## config.mk

```make
export PLATFORM = sky130hd
export DESIGN_NAME = cru_controller
export DESIGN_NICKNAME = d
export VERILOG_FILES = /design/src/hw/rtl/cru_pkg.sv /design/src/hw/rtl/cru_controller.sv
export SDC_FILE = /design/constraint.sdc
export NUM_CORES = 1
export LEC_CHECK = 0
export BUFFER_PORTS_ARGS = -buffer_cell sky130_fd_sc_hd__buf_2
export CAP_MARGIN = 40
export CORE_AREA = 3 3 40 42
export DETAILED_ROUTE_END_ITERATION = 6
export DIE_AREA = 0 0 43 45
export PLACE_DENSITY_LB_ADDON = 0.3
export SYNTH_ARGS = -nofsm -noshare
export SYNTH_HDL_FRONTEND = slang
export SYNTH_SLANG_ARGS = --single-unit
```

## constraint.sdc

```tcl
create_clock -name clk -period 1.2 [get_ports clk]
set_input_delay 0.12 -clock clk [delete_from_list [all_inputs] [get_ports clk]]
set_output_delay 0.12 -clock clk [all_outputs]
set_load 0.05 [all_outputs]
```

## src/hw/rtl/cru_pkg.sv

```systemverilog
// Shared constants, codes and controller/datapath interface types for the rank/unrank core.
package cru_pkg;

  localparam int MAX_SET    = 64;
  localparam int MAX_SUBSET = 6;

  localparam int SET_W   = 7;
  localparam int SUB_W   = 3;
  localparam int CFG_W   = 7;
  localparam int CFG_IDX_W = 1;
  localparam int RANK_W  = 27;
  localparam int POS_W   = $clog2(MAX_SET);
  localparam int A_W     = $clog2(MAX_SET + 1);
  localparam int K_W     = $clog2(MAX_SUBSET + 1);
  localparam int IDX_W   = (MAX_SUBSET > 1) ? $clog2(MAX_SUBSET) : 1;
  localparam int C_W     = $clog2(MAX_SET + MAX_SUBSET + 2);
  localparam int T_W     = RANK_W + 1;
  localparam int SUM_W   = RANK_W + 3;
  localparam int ADDR_W  = A_W + K_W;
  localparam int TAB_DEPTH = (MAX_SET + 1) * (2 ** K_W);

  localparam logic [CFG_IDX_W-1:0] REG_SET_SIZE    = 1'd0;
  localparam logic [CFG_IDX_W-1:0] REG_SUBSET_SIZE = 1'd1;

  typedef enum logic [1:0] {
    STATUS_OK,
    STATUS_RANK,
    STATUS_POS,
    STATUS_CFG
  } status_t;

  typedef enum logic {
    CMD_UNRANK,
    CMD_RANK
  } command_t;

  typedef enum logic [3:0] {
    OP_NONE,
    OP_FILL,
    OP_LOAD,
    OP_FAIL,
    OP_TOTAL,
    OP_SKIP,
    OP_PLACE,
    OP_ADD,
    OP_OUT
  } op_t;

  typedef enum logic [1:0] {
    RD_NONE,
    RD_TOTAL,
    RD_UNRANK,
    RD_RANK
  } rd_sel_t;

  typedef enum logic [3:0] {
    ST_FILL,
    ST_IDLE,
    ST_CHECK,
    ST_TOTAL,
    ST_UN_LOOP,
    ST_UN_EVAL,
    ST_RK_LOOP,
    ST_RK_EVAL,
    ST_DONE
  } state_t;

  typedef struct packed {
    op_t     op;
    rd_sel_t rsel;
    status_t code;
  } ctl_cmd_t;

  typedef struct packed {
    logic     fill_last;
    logic     cfg_bad;
    command_t cmd;
    logic     rank_big;
    logic     pos_bad;
    logic     c_le_n;
    logic     take;
    logic     i_last;
    logic     out_free;
  } dp_status_t;

endpackage

```

## src/hw/rtl/cru_controller.sv

```systemverilog
// Controller state machine: table fill, input acceptance and rank/unrank sequencing.
module cru_controller (
  input  logic                 clk,
  input  logic                 rst,
  input  logic                 in_valid,
  output logic                 in_stall,
  input  cru_pkg::dp_status_t  stat,
  output cru_pkg::ctl_cmd_t    cmd
);

  cru_pkg::state_t state;
  cru_pkg::state_t state_next;

  always_ff @(posedge clk) begin
    if (rst) begin
      state <= cru_pkg::ST_FILL;
    end else begin
      state <= state_next;
    end
  end

  assign in_stall = state != cru_pkg::ST_IDLE;

  always_comb begin
    state_next = state;
    cmd.op     = cru_pkg::OP_NONE;
    cmd.rsel   = cru_pkg::RD_NONE;
    cmd.code   = cru_pkg::STATUS_OK;
    unique case (state)
      cru_pkg::ST_FILL: begin
        cmd.op = cru_pkg::OP_FILL;
        if (stat.fill_last) begin
          state_next = cru_pkg::ST_IDLE;
        end
      end
      cru_pkg::ST_IDLE: begin
        if (in_valid) begin
          cmd.op     = cru_pkg::OP_LOAD;
          state_next = cru_pkg::ST_CHECK;
        end
      end
      cru_pkg::ST_CHECK: begin
        if (stat.cfg_bad) begin
          cmd.op     = cru_pkg::OP_FAIL;
          cmd.code   = cru_pkg::STATUS_CFG;
          state_next = cru_pkg::ST_DONE;
        end else begin
          cmd.rsel   = cru_pkg::RD_TOTAL;
          state_next = cru_pkg::ST_TOTAL;
        end
      end
      cru_pkg::ST_TOTAL: begin
        if (stat.cmd == cru_pkg::CMD_UNRANK) begin
          if (stat.rank_big) begin
            cmd.op     = cru_pkg::OP_FAIL;
            cmd.code   = cru_pkg::STATUS_RANK;
            state_next = cru_pkg::ST_DONE;
          end else begin
            state_next = cru_pkg::ST_UN_LOOP;
          end
        end else if (stat.pos_bad) begin
          cmd.op     = cru_pkg::OP_FAIL;
          cmd.code   = cru_pkg::STATUS_POS;
          state_next = cru_pkg::ST_DONE;
        end else begin
          cmd.op     = cru_pkg::OP_TOTAL;
          state_next = cru_pkg::ST_RK_LOOP;
        end
      end
      cru_pkg::ST_UN_LOOP: begin
        if (stat.c_le_n) begin
          cmd.rsel   = cru_pkg::RD_UNRANK;
          state_next = cru_pkg::ST_UN_EVAL;
        end else begin
          cmd.op     = cru_pkg::OP_PLACE;
          state_next = stat.i_last ? cru_pkg::ST_DONE : cru_pkg::ST_UN_LOOP;
        end
      end
      cru_pkg::ST_UN_EVAL: begin
        if (stat.take) begin
          cmd.op     = cru_pkg::OP_SKIP;
          state_next = cru_pkg::ST_UN_LOOP;
        end else begin
          cmd.op     = cru_pkg::OP_PLACE;
          state_next = stat.i_last ? cru_pkg::ST_DONE : cru_pkg::ST_UN_LOOP;
        end
      end
      cru_pkg::ST_RK_LOOP: begin
        cmd.rsel   = cru_pkg::RD_RANK;
        state_next = cru_pkg::ST_RK_EVAL;
      end
      cru_pkg::ST_RK_EVAL: begin
        cmd.op     = cru_pkg::OP_ADD;
        state_next = stat.i_last ? cru_pkg::ST_DONE : cru_pkg::ST_RK_LOOP;
      end
      cru_pkg::ST_DONE: begin
        if (stat.out_free) begin
          cmd.op     = cru_pkg::OP_OUT;
          state_next = cru_pkg::ST_IDLE;
        end
      end
      default: begin
        state_next = cru_pkg::ST_FILL;
      end
    endcase
  end

endmodule

```

==> flow_metrics.tcl <==
set metrics [dict create \
    run_status "finished, violations left" \
    failing_checks "negative setup slack" \
    combPwrFrac 0.555 \
    seq_area_frac_synth 0.1793 \
    min_path_type "input pin to register" \
    clock-sinks 4 \
    synth_top_area_share 0.1793 \
    most_common_cell_after_layout_fill_and_taps_aside "buf_4" \
    finalNonFillerCells 114 \
    vias_per_cell 5.570 \
    cts-hold-fix-buffers 0 \
    synthesis.area_per_instance_um2 7.090 \
    final-max-slew-violation-count 0 \
    cts_max_path_buffers 2 \
    timing_hold_violations_final 0 \
    worstPathMaxFanout 8 \
    internal_power_uw 435.6 \
    crit_family "buffers and inverters" \
    dominantRegCellSynth "dfxtp_1" \
    netSwitchingPower_uw 298.1 \
    number_of_antenna_violations_at_the_first_check_in_global_routing 0 \
    mappedNetlistArea_um2 446.7 \
    final_util 0.6728 \
    skew_ns 0.007757 \
    edff_count_synth 0 \
    layout-area-overhead-vs-synth_pct 93.56 \
    die-height_um 45 \
    overall_routed_net_length_um 1620 \
    layout.cells.most_common_list "buf_4, buf_2, buf_6" \
    fin_tns_setup_ns -2.024 \
    synth_nets 75 \
    tritoncts_clock_tree "built" \
    antenna-diode-count 0 \
    slew_headroom 0.8285 \
    yosys_register_bits 4 \
    share_of_final_layout_standard_cells_stronger_than_drive_strength_1 0.5859 \
    grt_start_max_net_pins 19 \
    initial_utilization 0.3476 \
    largest-register "state" \
    timing.reg2reg.setup_slack_ns -0.03 \
    post-route-worst-setup-slack_ns -0.3017 \
    coreArea_um2 1285 \
    fin_worst_hold_slack_ns 0.1276 \
    cp_num_buf_inv 2 \
    category_of_the_worst_setup_path_launch_point "register" \
    worst_path_largest_cell_delay_ns 0.36 \
    criticalPathCategory "register to primary output" \
    cp_cell_sequence "buf_4 > nand3b_1 > o211ai_1 > o211ai_1 > buf_4" \
    grt_pass1_wl_um 2787 \
    p_seq_frac 0.217 \
    synth_cells 63 \
    first_global_vias 666 \
    max-cap-violations 0 \
    p_total_uw 733.8 \
    place.gp.congestion 0.8696 \
    cts_max_level 1 \
    detailed_route_via_count 635 \
    number_of_port_buffers 20 \
    timing.critical_path.to_type "primary output" \
    grt_overflow_total 0 \
    drt_first_iter_violations 6 \
    worst_pin_slew_ns 0.2568 \
    die_w_um 43 \
    fmax_mhz 665.9 \
    fillerInstances 115 \
    path_clk_slew_ns 0.04 \
    synth_top_cell_by_area "dfxtp_1" \
    async_reset_ff_frac 0 \
    floorplan.rows 13 \
    cp_slowest_cell "dfxtp_4" \
    finalSetupViolCount 11 \
    cts-root-buf "clkbuf_4" \
    route.detailed.wl_per_inst_um 14.21 \
    power_density_nw_per_um2 848.7 \
    layout_min_cycle_time_ns 1.502 \
    grt.total_usage 0.1938 \
    post_layout_nets 113 \
    tritoncts.num_buffers 3 \
    hpwl_um 1262 \
    worstPathRequired_ns 1.08 \
    drtPass1Iterations 4 \
    yosysWarningCount 0 \
    power.static_leakage_nw 0.3525 \
    dieArea_um2 1935 \
    rsz0062_at_grt "yes" \
    placed_cells 109 \
    detail-route-antenna-nets 0 \
    ir_worst_vdd_mv 0.3992 \
    switching_share 0.4063 \
    insertion_delay_ns 0.24 \
    largest_register_ff_count 4 \
    post_synth_main_area_contributors "dfxtp_1, o211ai_1, nand3b_1" \
    drc 0 \
    cp.arrival_ns 1.38 \
    largest_registers "state: 4 flops" \
    min_period_over_period 1.251 \
    yosys.cell_types.count 31 \
    ios 21 \
    relative_contribution_of_the_clock_network_to_total_power 0.229 \
]
## layer usage
layer  up-vias  GRT usage  part of all wire
li1        320          -                 -
met1       288     0.2236              0.43
met2        23     0.3234              0.51
met3         4    0.01992             0.043
met4         0     0.1627             0.022
met5         -          0                 0
## logic make-up after synthesis
logic type | count (synthesis) | synth area share
compound gates | 22 | 0.3474
buf+inv | 9 | 0.08122
flops | 4 | 0.1793
mux | 1 | 0.02241
simple gates | 27 | 0.3698
## repair_timing
action                     4_1_cts  5_1_grt
setup buffers                    1        1
setup endpoints to repair       11       11
resized for setup               25        4
pin swaps                        4        3
## worst paths after layout
path	start	to	cells after the start
worst max-delay path	state[1]	cmd[5]	5
worst min register to register	state[0]	state[2]	3
worst max register to register	state[2]	state[0]	5
worst min-delay path	rst	state[2]	2
## per-stage QoR
| stage | worst slack, ns | cell area [um^2] |
|---|---|---|
| floorplan | -0.8787 | 534.3 |
| finish | -0.3017 | 864.6 |
| global route | -0.3946 | 864.6 |
| global placement | -0.1841 | 732.0 |
| detailed placement | -0.2265 | 732.0 |
| CTS | -0.3182 | 843.3 |
## power groups by stage
stage | Sequential, mW | Combinational (mW) | Clock, mW
CTS | 0.159 | 0.397 | 0.174
global route | 0.161 | 0.433 | 0.177
global placement | 0.160 | 0.355 | 0
finish | 0.159 | 0.407 | 0.168
floorplan | 0.155 | 0.254 | 0
detailed placement | 0.161 | 0.358 | 0
## synth_stat cells, types with 2 or more instances
cell type  count
nand2b_1       3
nor3b_1        2
dfxtp_1        4
clkbuf_1       3
nand3b_1       3
o21ai_0        4
buf_2          2
nor2_1         4
nor4_1         2
a21oi_1        3
nand2_1        2
nand3_1        4
o211ai_1       5
inv_1          3
a31oi_1        3
## cell type report
class,instances,area [um^2],share of cell area
Multi-Input combinational cell,50,411.6,0.4761
Timing Repair Buffer,38,304.0,0.3517
Sequential cell,4,90.09,0.1042
Clock buffer,3,22.52,0.02605
Tap cell,15,18.77,0.02171
Inverter,4,17.52,0.02026
(Power assumes the default switching activity.)
